**config.mk**
```make
export PLATFORM = sky130hd
export DESIGN_NAME = exchange_sort_ascending
export DESIGN_NICKNAME = d
export VERILOG_FILES = /design/src/rtl/esa_pkg.sv /design/src/rtl/exchange_sort_ascending.sv /design/src/rtl/esa_mem.sv /design/src/rtl/esa_ctrl.sv
export VERILOG_INCLUDE_DIRS = /design/src /design/src/rtl
export SDC_FILE = /design/constraint.sdc
export NUM_CORES = 2
export LEC_CHECK = 0
export BUFFER_PORTS_ARGS = -buffer_cell sky130_fd_sc_hd__clkbuf_2
export CAP_MARGIN = 20
export CORE_MARGIN = 2
export CORE_UTILIZATION = 54
export CTS_CLUSTER_DIAMETER = 40
export DETAILED_ROUTE_END_ITERATION = 10
export PLACE_DENSITY = 0.7
export SLEW_MARGIN = 5
export SYNTH_ARGS = -nofsm -noshare
export SYNTH_HDL_FRONTEND = slang
export SYNTH_SLANG_ARGS = --single-unit
```
**constraint.sdc**
```tcl
create_clock -name clk -period 6.8 [get_ports clk]
set_input_delay 1.36 -clock clk [delete_from_list [all_inputs] [get_ports clk]]
set_output_delay 1.36 -clock clk [all_outputs]
set_load 0.05 [all_outputs]
```
**src/rtl/assert_macros.svh**
```systemverilog
// ----------------------------------------------------------------------------
// assert_macros.svh
// Shared concurrent assertion macros, clocked on clk, disabled in reset.
// ----------------------------------------------------------------------------
`ifndef ASSERT_MACROS_SVH
`define ASSERT_MACROS_SVH

// Property holds at every clock edge outside reset.
`define ESA_ASSERT(label, prop) \
	label: assert property (@(posedge clk) disable iff (!arst_n) (prop)) \
		else $error("esa assertion failed");

// When cond holds, expr holds in the next cycle.
`define ESA_ASSERT_NEXT(label, cond, expr) \
	label: assert property (@(posedge clk) disable iff (!arst_n) (cond) |=> (expr)) \
		else $error("esa assertion failed");

`endif

```
**src/rtl/esa_pkg.sv**
```systemverilog
// ----------------------------------------------------------------------------
// esa_pkg
// Beat types and shared constants for the exchange sort block.
// ----------------------------------------------------------------------------
package esa_pkg;

	localparam int DATA_W = 32;

	typedef struct packed {
		logic signed [DATA_W-1:0] value;
		logic                     is_last;
	} in_item_t;

	typedef struct packed {
		logic signed [DATA_W-1:0] sorted_value;
		logic                     end_of_set;
		logic                     overflowed;
	} out_item_t;

	// emit request from sequencer to output stage
	typedef struct packed {
		logic valid;
		logic last;
		logic ovf;
	} emit_t;

endpackage

```
**src/rtl/exchange_sort_ascending.sv**
```systemverilog
// ----------------------------------------------------------------------------
// exchange_sort_ascending
// Collects a set of signed words, sorts ascending, streams them back out.
// ----------------------------------------------------------------------------
// Input channel: a beat (item.value, item.is_last) is taken on a rising edge
// with start high and busy low. Beats are taken back to back, one per cycle,
// while loading; is_last closes the set (that beat is part of it).
// Beats past MAX_ITEMS are dropped, and every result of that set then has
// overflowed set.
// Sort: one comparator and one single-port-read store. The outer element is
// kept in a register and compared against each later entry, one per cycle;
// the sort's length is set by that compare loop and the store's one read port.
// Output channel: the n results come out back to back, each held on result
// for one cycle with strobe high; end_of_set marks the largest.
// The receiver cannot stall: results are not held back.
// busy is high from the is_last beat until the cycle that carries the last
// result; the first beat of the next set can be taken in that cycle.
// Reset: empty set, no overflow, idle and ready. Store contents undefined.
// ----------------------------------------------------------------------------
module exchange_sort_ascending
	import esa_pkg::*;
#(
	parameter int MAX_ITEMS = 64
) (
	input  logic      clk,
	input  logic      arst_n,
	input  logic      start,
	input  in_item_t  item,
	output logic      busy,
	output logic      strobe,
	output out_item_t result
);

	`include "assert_macros.svh"

	localparam int IW = $clog2(MAX_ITEMS);
	localparam int CW = $clog2(MAX_ITEMS + 1);

	logic              mem_we;
	logic [IW-1:0]     mem_waddr;
	logic [DATA_W-1:0] mem_wdata;
	logic [IW-1:0]     mem_raddr;
	logic [DATA_W-1:0] mem_rdata;
	emit_t             emit;

	// output stage: flags line up with the registered store read
	logic strobe_s1;
	logic end_s1;
	logic ovf_s1;

	esa_ctrl #(
		.MAX_ITEMS (MAX_ITEMS),
		.IW        (IW),
		.CW        (CW)
	) u_ctrl (
		.clk       (clk),
		.arst_n    (arst_n),
		.start     (start),
		.item      (item),
		.busy      (busy),
		.mem_we    (mem_we),
		.mem_waddr (mem_waddr),
		.mem_wdata (mem_wdata),
		.mem_raddr (mem_raddr),
		.mem_rdata (mem_rdata),
		.emit      (emit)
	);

	esa_mem #(
		.DEPTH (MAX_ITEMS),
		.AW    (IW)
	) u_mem (
		.clk   (clk),
		.we    (mem_we),
		.waddr (mem_waddr),
		.wdata (mem_wdata),
		.raddr (mem_raddr),
		.rdata (mem_rdata)
	);

	always_ff @(posedge clk or negedge arst_n) begin
		if (!arst_n) begin
			strobe_s1 <= 1'b0;
		end else begin
			strobe_s1 <= emit.valid;
		end
	end

	always_ff @(posedge clk) begin
		end_s1 <= emit.last;
		ovf_s1 <= emit.ovf;
	end

	assign strobe              = strobe_s1;
	assign result.sorted_value = $signed(mem_rdata);
	assign result.end_of_set   = end_s1;
	assign result.overflowed   = ovf_s1;

	// a set ends with a gap: no result directly after end_of_set
	`ESA_ASSERT_NEXT(a_gap_after_end, strobe && result.end_of_set, !strobe)
	// results are only issued while the sequencer is busy or just finishing
	`ESA_ASSERT_NEXT(a_emit_busy, emit.valid && !emit.last, busy)

endmodule

```
**src/rtl/esa_mem.sv**
```systemverilog
// ----------------------------------------------------------------------------
// esa_mem
// Element store: one write port, one read port with registered read data.
// ----------------------------------------------------------------------------
module esa_mem
	import esa_pkg::*;
#(
	parameter int DEPTH = 64,
	parameter int AW    = 6
) (
	input  logic              clk,
	input  logic              we,
	input  logic [AW-1:0]     waddr,
	input  logic [DATA_W-1:0] wdata,
	input  logic [AW-1:0]     raddr,
	output logic [DATA_W-1:0] rdata
);

	logic [DATA_W-1:0] mem_q [DEPTH];
	logic [DATA_W-1:0] rdata_q;

	always_ff @(posedge clk) begin
		if (we) begin
			mem_q[waddr] <= wdata;
		end
		rdata_q <= mem_q[raddr];
	end

	assign rdata = rdata_q;

endmodule

```
**src/rtl/esa_ctrl.sv**
```systemverilog
// ----------------------------------------------------------------------------
// esa_ctrl
// Sequencer: loads beats, runs the exchange sort with one comparator, then
// walks the store out in order.
// ----------------------------------------------------------------------------
module esa_ctrl
	import esa_pkg::*;
#(
	parameter int MAX_ITEMS = 64,
	parameter int IW        = 6,
	parameter int CW        = 7
) (
	input  logic              clk,
	input  logic              arst_n,
	input  logic              start,
	input  in_item_t          item,
	output logic              busy,
	output logic              mem_we,
	output logic [IW-1:0]     mem_waddr,
	output logic [DATA_W-1:0] mem_wdata,
	output logic [IW-1:0]     mem_raddr,
	input  logic [DATA_W-1:0] mem_rdata,
	output emit_t             emit
);

	`include "assert_macros.svh"

	typedef enum logic [2:0] {
		S_LOAD,
		S_RDI,
		S_LDI,
		S_CMP,
		S_WBI,
		S_OUT
	} state_t;

	state_t            state_q;
	logic [CW-1:0]     count_q;
	logic              drop_q;
	logic              ovf_q;
	logic [IW-1:0]     last_q;
	logic [IW-1:0]     i_q;
	logic [IW-1:0]     k_q;
	logic [IW-1:0]     j_q;
	logic [DATA_W-1:0] cur_q;

	logic          has_room;
	logic [CW-1:0] n_fin;
	logic          gt;

	assign has_room = count_q < CW'(MAX_ITEMS);
	assign n_fin    = has_room ? count_q + CW'(1) : count_q;
	assign gt       = $signed(cur_q) > $signed(mem_rdata);
	assign busy     = state_q != S_LOAD;

	always_comb begin
		mem_we    = 1'b0;
		mem_waddr = i_q;
		mem_wdata = cur_q;
		mem_raddr = i_q;
		emit      = '0;
		case (state_q)
			S_LOAD: begin
				if (start && has_room) begin
					mem_we    = 1'b1;
					mem_waddr = count_q[IW-1:0];
					mem_wdata = item.value;
				end
			end
			S_RDI: mem_raddr = i_q;
			S_LDI: mem_raddr = k_q;
			S_CMP: begin
				if (gt) begin
					mem_we    = 1'b1;
					mem_waddr = k_q;
				end
				if (k_q != last_q) begin
					mem_raddr = k_q + IW'(1);
				end
			end
			S_WBI: begin
				mem_we    = 1'b1;
				mem_raddr = i_q + IW'(1);
			end
			S_OUT: begin
				mem_raddr  = j_q;
				emit.valid = 1'b1;
				emit.last  = j_q == last_q;
				emit.ovf   = ovf_q;
			end
			default: ;
		endcase
	end

	always_ff @(posedge clk or negedge arst_n) begin
		if (!arst_n) begin
			state_q <= S_LOAD;
			count_q <= '0;
			drop_q  <= 1'b0;
			ovf_q   <= 1'b0;
			last_q  <= '0;
			i_q     <= '0;
			k_q     <= '0;
			j_q     <= '0;
			cur_q   <= '0;
		end else begin
			case (state_q)
				S_LOAD: begin
					if (start) begin
						if (has_room) begin
							count_q <= count_q + CW'(1);
						end else begin
							drop_q <= 1'b1;
						end
						if (item.is_last) begin
							last_q  <= IW'(n_fin - CW'(1));
							ovf_q   <= drop_q | ~has_room;
							i_q     <= '0;
							j_q     <= '0;
							state_q <= (n_fin == CW'(1)) ? S_OUT : S_RDI;
						end
					end
				end
				S_RDI: begin
					k_q     <= i_q + IW'(1);
					state_q <= S_LDI;
				end
				S_LDI: begin
					cur_q   <= mem_rdata;
					state_q <= S_CMP;
				end
				S_CMP: begin
					if (gt) begin
						cur_q <= mem_rdata;
					end
					if (k_q == last_q) begin
						state_q <= S_WBI;
					end else begin
						k_q <= k_q + IW'(1);
					end
				end
				S_WBI: begin
					i_q <= i_q + IW'(1);
					k_q <= i_q + IW'(2);
					if (i_q + IW'(1) == last_q) begin
						j_q     <= '0;
						state_q <= S_OUT;
					end else begin
						state_q <= S_LDI;
					end
				end
				S_OUT: begin
					j_q <= j_q + IW'(1);
					if (j_q == last_q) begin
						count_q <= '0;
						drop_q  <= 1'b0;
						state_q <= S_LOAD;
					end
				end
				default: state_q <= S_LOAD;
			endcase
		end
	end

	// swap write never collides with the read issued in the same cycle
	`ESA_ASSERT(a_no_rw_clash, (state_q == S_CMP && mem_we) |-> (mem_waddr != mem_raddr))
	// inner index always runs ahead of the outer index
	`ESA_ASSERT(a_k_ahead, (state_q == S_CMP) |-> (k_q > i_q && k_q <= last_q))
	// fill count never passes capacity
	`ESA_ASSERT(a_count_cap, count_q <= CW'(MAX_ITEMS))

endmodule
```
### Word-level counts from Yosys, hierarchy flattened

Memory sizes are Yosys's and may differ from the RTL's. A register that Yosys moved wholly into a read port is not among the register bits.
Cells that the tools add are included.
W data, S select, Z words.

* add/sub/neg operators: 6
* eq/ne operators: 18
* bitwise gates (word level): 2
* muxes and demuxes: 37
* order comparisons: 2
* reduce and logical (&&, ||, !) cells: 16

Operators by type and width (number)
* $mux W32: 3
* $pmux W32 S2: 1
* $mux W6: 7
* $pmux W6 S3: 2
* $gt A32 B32 Y1: 1
* $pmux W6 S2: 2
* $pmux W6 S4: 1
* $mux W3: 7
* $mux W7: 3
* $add A6 B1 Y6 const B: 3
* $eq A6 B6 Y1: 3
* $pmux W3 S6: 1
* $pmux W7 S2: 1
* $reduce_and A4 Y1: 3
* $reduce_and A3 Y1: 3
* $reduce_bool A3 Y1: 3
* $ne A2 B1 Y1 const B: 4
* $ne A2 B2 Y1 const B: 4
* $add A7 B1 Y7 const B: 1
* $eq A7 B1 Y1 const B: 1
* $lt A7 B7 Y1 const B: 1
* $mux W1: 7
* $add A6 B2 Y6 const B: 1
* $eq A3 B2 Y1 const B: 2
* 12 further kinds: 16

* register bits after elaboration: 71
* input bits: 36
* memories: 1
* output and inout bits: 36
* word-level logic and storage cells: 94
* memory bits (writable): 2048

Memory list
* u_mem.mem_q: depth 64, width 32, read ports 1, clocked after memory_dff 1, write ports 1, line esa_mem.sv:19 `logic [DATA_W-1:0] mem_q [DEPTH];`

### Depth between registers and ports, before layout

* word-level depth: 7
* mapped depth: 17

### Modules after synthesis

From an unflattened synthesis, not the netlist that was laid out.

* cell total of the unflattened synthesis: 3910
* area total of the unflattened synthesis: 84004.3 um^2

By module, submodules not included
* esa_mem: times used 1, cells an instance 3324, area an instance 78515.3 um^2
* esa_ctrl: times used 1, cells an instance 581, area an instance 5408.9 um^2
* exchange_sort_ascending: times used 1, cells an instance 5, area an instance 80.1 um^2

### Least setup slack after synthesis

OpenSTA, ideal clock, no wires.

* path kind: flip-flop to flip-flop
* start point: register u_mem.rdata_q[1], in the netlist u_mem.rdata[1], read port of u_mem.mem_q
* end point: memory u_mem.mem_q[38][0] (enable)
* arrival: 5.065 ns
* cell stages (with the launch flop): 13
* path buffers: 0
* slack: 1.274 ns
* clock period less this slack: 5.526 ns
* cells stage by stage: dfxtp_1 -> inv_1 -> ha_1 -> nor2b_1 -> o21a_1 -> o21a_1 -> o311a_1 -> o21ai_1 -> and4b_1 -> nor3_1 -> a221oi_1 -> nand2_1 -> nor3_1

* word-level cells in the longest chain between the ends: 5

RTL lines
* start: declaration: line esa_mem.sv:20 `logic [DATA_W-1:0] rdata_q;`
* $gt A32 B32 Y1 (*): line esa_ctrl.sv:53 `assign gt = $signed(cur_q) > $signed(mem_rdata);`
* $mux W1: line esa_ctrl.sv:73 `if (gt) begin`
* $pmux W1 S3: line esa_ctrl.sv:62 `case (state_q)`
* $mux W1: line esa_mem.sv:23 `if (we) begin`
* $mux W1 (not written as such): line esa_mem.sv:24 `mem_q[waddr] <= wdata;`
* end: declaration: line esa_mem.sv:19

Mark *: on every way between the ends. The rest lies on a longest branch, timed or not.

### Worst setup path in the final report

* start point: register u_mem.rdata_q[1], in the netlist u_mem.rdata[1], read port of u_mem.mem_q
* end point: memory u_mem.mem_q[0][1] (enable)

The elaborated chain is that of the path after synthesis.

==> impl.org <==
** Synthesis
- Synth Register Bits :: 2,151
- Dividing the synthesized area by the synthesized cell count gives 12.40 um2.
- The mapped netlist covers 86,950 um2.
- Fraction of post-synthesis cell area in the top cell type by area :: 0.7073
- Number of nets in the synthesized netlist :: 7,085
- Netlist cell types :: 75
- Among all flip-flop cells after synthesis, the most frequent one is sky130_fd_sc_hd__edfxtp_1.
- In this run, synthesis inferred 2,048 flip-flops with an integrated enable.
- Count of warnings emitted by yosys :: 0
- Number of instances in the synthesized netlist :: 7,010
- Seq/Total Area, Yosys :: 0.7349
- Ranked by total cell area, the synthesized netlist is headed by sky130_fd_sc_hd__edfxtp_1, sky130_fd_sc_hd__nand2_1, sky130_fd_sc_hd__nand3_1, sky130_fd_sc_hd__dfrtp_1, sky130_fd_sc_hd__buf_2.
- Biggest area consumer among synthesized cells :: sky130_fd_sc_hd__edfxtp_1
- After synthesis, the share of flip-flops with an asynchronous set or reset is 0.03208.

** Detailed routing
- Final routed DRC violation total :: 0
- Detailed-router iteration count before antenna repair :: 6
- Final WL :: 247,200 um
- After detailed routing, the average wire length per cell comes to 26.34 um.
- Remaining antenna violation count after routing :: 1
- After the first detailed-routing iteration, the DRC count stood at 8,903.
- The routed layout has 58,240 vias.
- Using the TritonRoute via totals, the vias-per-cell ratio works out to 6.205.

** GRT
- Wire length of the first global-routing pass :: 361,200 um
- In the global route stage, met2 resource usage came out at 0.4463.
- Total global-route track usage :: 0.2987
- Number of antenna violations at the first check in global routing :: 11
- Entering global routing, the biggest net connects 142 pins.
- M3 GR Usage :: 0.07038
- Vias in the first global route :: 55,560
- For this run the aggregate overflow at the end of global routing stands at 0.
- The layer flagged by global routing as most heavily used is met2.
- For this run, global-route usage on met1 was measured as 0.4158.

** Clock tree
- TritonCTS built the clock tree.
- Buffer type at the clock tree root :: sky130_fd_sc_hd__clkbuf_16
- Maximum level of the CTS H-tree :: 4
- Once the clock tree was built, the resizer swapped 0 gates to a different size.
- Clock latency on the worst-skew pair, taken at its later pin, is 0.88 ns.
- In this run the post-CTS setup repair buffer count came out at 0.
- Buffers inserted during clock tree synthesis total 232.
- For this design, the CTS-stage hold fixing added 0 buffers.
- Post-CTS clock slew at the launch and capture registers of the worst setup and hold paths :: 0.06 ns
- Deepest clock path buffer count :: 3
- TritonCTS sink count :: 2,151

** Worst setup path
- Capture instance of the worst register-to-register path :: u_mem.mem_q[0][1]
- Kind of start point of the critical path :: flop
- Kind of critical path :: reg2reg
- Element type at the critical path end :: flop
- In this run the worst path has a maximum fanout of 21.
- STA puts the critical path data arrival time at 6.15 ns.
- Measured in cells, the most critical reg-to-reg path has a length of 13.
- Reg2reg setup slack :: 1.22 ns
- The worst register-to-register path begins at u_mem.rdata[1].
- Data required time of the worst path :: 7.37 ns

** STA
- Final setup TNS :: 0 ns
- For the final database, setup skew stands at 0.02211 ns.
- In the finished design, the share of the clock period the worst path needs comes to 0.8208.
- Setup violations remaining at the end of the flow were counted as 0.
- Final count of pins violating max slew :: 0
- For the pin with the worst max-slew slack, the measured transition is 1.159 ns.
- Once routing completed, OpenROAD measured the worst setup slack at 1.219 ns.
- Setup repair after global routing left no endpoint under its margin.
- Hold is met by 0.4843 ns.
- Final Hold Viols :: 0
- Headroom to the max-slew limit came out at 0.2075.
- Based on the critical path, the design can be clocked at up to 179.2 MHz.
- Final critical delay including setup and external delays :: 5.581 ns

** Job
- Total of max-cap violations :: 0

** Die
- FP Rows :: 147
- Full die area :: 164,300 um2
- The floorplan step set the die width to 405.3 um.
- The region available for standard cell placement spans 160,200 um2.
- In this run the vertical extent of the chip is 405.3 um.
- Num ports :: 72
- Initial Utilization :: 0.5428

** Finish
- Net count reported at finish :: 7,092
- Leading cell type in the layout, fill and taps excluded :: sky130_fd_sc_hd__nand2_1
- Most frequent cells in the layout :: sky130_fd_sc_hd__nand2_1, sky130_fd_sc_hd__edfxtp_1, sky130_fd_sc_hd__nand3_1
- Fraction of layout instances using a drive strength above 1 :: 0.1038
- From synthesis to final layout, the design area changed by 12.52%.

** Place
- Before CTS, the worst setup slack after placement is 1.399 ns.
- Routability-driven placement congestion ratio :: 0.9395
- Summed over all nets, the half-perimeter wirelength after detailed placement is 137,500 um.
- Port buffering added 71 buffers.

** Min path
- Min-Delay Path Class :: reg2reg
- Hold path start :: u_ctrl.ovf_q
- Along the worst hold path, the cell count comes to 1.
- Hold Crit Endpoint :: ovf_s1

** Run status
- The run finished, with violations left.
- The checks that failed: antenna violations.
-- cell type report --
type / instances / area, um2
antenna: 11 / 27.53
sequential: 2151 / 63910
multi-input combinational: 4368 / 21350
tap: 2160 / 2703
inverter: 43 / 161.4
fill: 11930 / 62360
clock inverter: 165 / 1740
clock buffer: 267 / 6010
timing repair buffer: 221 / 1947
-- routing by layer --
layer  vias to the layer above  share of wire
met5                         -        0.00019
met4                         8          0.047
met3                       536           0.12
met2                      3557           0.45
met1                     28740           0.38
li1                      25390              -
-- sequential cells by signal (all words and copies together), names as in the netlist --
| name | count |
|---|---|
| u_mem.mem_q | 2048 |
| u_ctrl.cur_q | 32 |
| u_mem.rdata | 32 |
| u_ctrl.count_q | 7 |
| u_ctrl.i_q | 6 |
| u_ctrl.j_q | 6 |
| u_ctrl.k_q | 6 |
| u_ctrl.last_q | 6 |
| u_ctrl.state_q | 3 |
| end_s1 | 1 |
| ovf_s1 | 1 |
| strobe | 1 |
| u_ctrl.drop_q | 1 |
| u_ctrl.ovf_q | 1 |
-- worst max-delay path by stage --
stage                    from                  to  slack (ns)  cells after the start
2_1_floorplan  u_mem.rdata[1]  u_mem.mem_q[38][0]        1.27                     12
3_3_place_gp   u_mem.rdata[9]   u_mem.mem_q[2][9]        1.45                     13
3_5_place_dp   u_mem.rdata[1]  u_mem.mem_q[0][25]        1.40                     13
4_1_cts        u_mem.rdata[1]   u_mem.mem_q[0][9]        1.36                     13
5_1_grt        u_mem.rdata[9]   u_mem.mem_q[0][9]         1.0                     13
6_report       u_mem.rdata[1]   u_mem.mem_q[0][1]        1.22                     13
-- synth_stat cells, types with 3 or more instances --
cell,n
sky130_fd_sc_hd__ha_1,39
sky130_fd_sc_hd__a211o_1,9
sky130_fd_sc_hd__dfrtp_1,69
sky130_fd_sc_hd__nor2_1,109
sky130_fd_sc_hd__buf_4,20
sky130_fd_sc_hd__a22o_1,5
sky130_fd_sc_hd__xor2_1,9
sky130_fd_sc_hd__buf_6,24
sky130_fd_sc_hd__a221oi_1,10
sky130_fd_sc_hd__and3_1,16
sky130_fd_sc_hd__and2_1,6
sky130_fd_sc_hd__nand4_1,128
sky130_fd_sc_hd__nand2b_1,3
sky130_fd_sc_hd__o22ai_1,8
sky130_fd_sc_hd__nand2_1,2173
sky130_fd_sc_hd__a21oi_1,92
sky130_fd_sc_hd__a221o_1,9
sky130_fd_sc_hd__a2111oi_0,4
sky130_fd_sc_hd__o211ai_1,3
sky130_fd_sc_hd__clkbuf_1,97
sky130_fd_sc_hd__o21ai_1,4
sky130_fd_sc_hd__mux2_2,35
sky130_fd_sc_hd__or3_1,6
sky130_fd_sc_hd__edfxtp_1,2048
sky130_fd_sc_hd__a31oi_1,14
sky130_fd_sc_hd__o21a_1,3
sky130_fd_sc_hd__inv_1,42
sky130_fd_sc_hd__o31ai_1,8
sky130_fd_sc_hd__a21o_1,10
sky130_fd_sc_hd__buf_1,27
sky130_fd_sc_hd__o21ai_0,44
sky130_fd_sc_hd__mux2i_1,6
sky130_fd_sc_hd__dfxtp_1,34
sky130_fd_sc_hd__nor4_1,4
sky130_fd_sc_hd__a22oi_1,87
sky130_fd_sc_hd__nor3_1,12
sky130_fd_sc_hd__buf_2,280
sky130_fd_sc_hd__a211oi_1,4
sky130_fd_sc_hd__nand3_1,1428
sky130_fd_sc_hd__xnor2_1,24
sky130_fd_sc_hd__nor2b_1,6
sky130_fd_sc_hd__a311oi_1,10
-- kinds of logic (layout without fill, tap and decap cells) --
family | count (synthesis) | count (layout) | synth area share
xor gates and xnor gates | 35 | 35 | 0.003698
other | 0 | 11 | 0
DFF | 2151 | 2151 | 0.7349
buffers and inverters | 491 | 696 | 0.02816
AOI/OAI and AO/OA | 351 | 351 | 0.02777
adders and majority gates | 39 | 39 | 0.005612
muxes | 41 | 41 | 0.005223
and+or+nand+nor | 3902 | 3902 | 0.1946
-- critical path: stages (launching register included) --
cell and delay (ns):
sky130_fd_sc_hd__dfxtp_1 0.36, sky130_fd_sc_hd__inv_1 0.06, sky130_fd_sc_hd__ha_1 0.31, sky130_fd_sc_hd__nor2b_1 0.14, sky130_fd_sc_hd__o21a_1 0.16, sky130_fd_sc_hd__o21a_1 0.16
sky130_fd_sc_hd__o311a_1 0.39, sky130_fd_sc_hd__o21ai_1 0.18, sky130_fd_sc_hd__and4b_1 0.27, sky130_fd_sc_hd__nor3_1 0.12, sky130_fd_sc_hd__a221oi_1 0.73, sky130_fd_sc_hd__nand2_1 0.91
sky130_fd_sc_hd__nor2_4 1.12, sky130_fd_sc_hd__buf_4 0.37
-- stage by stage --
stage	instances	area [um2]	util
5_1_grt	9375	97820	0.6106
4_1_cts	9370	97700	0.6099
3_5_place_dp	8938	89950	0.5615
2_1_floorplan	7010	86950	-
6_report	9386	97840	0.6108
3_3_place_gp	8933	89830	0.5607
Power is not shown: default switching activity piles up to over one toggle a cycle in this logic, so the estimate is an artifact.
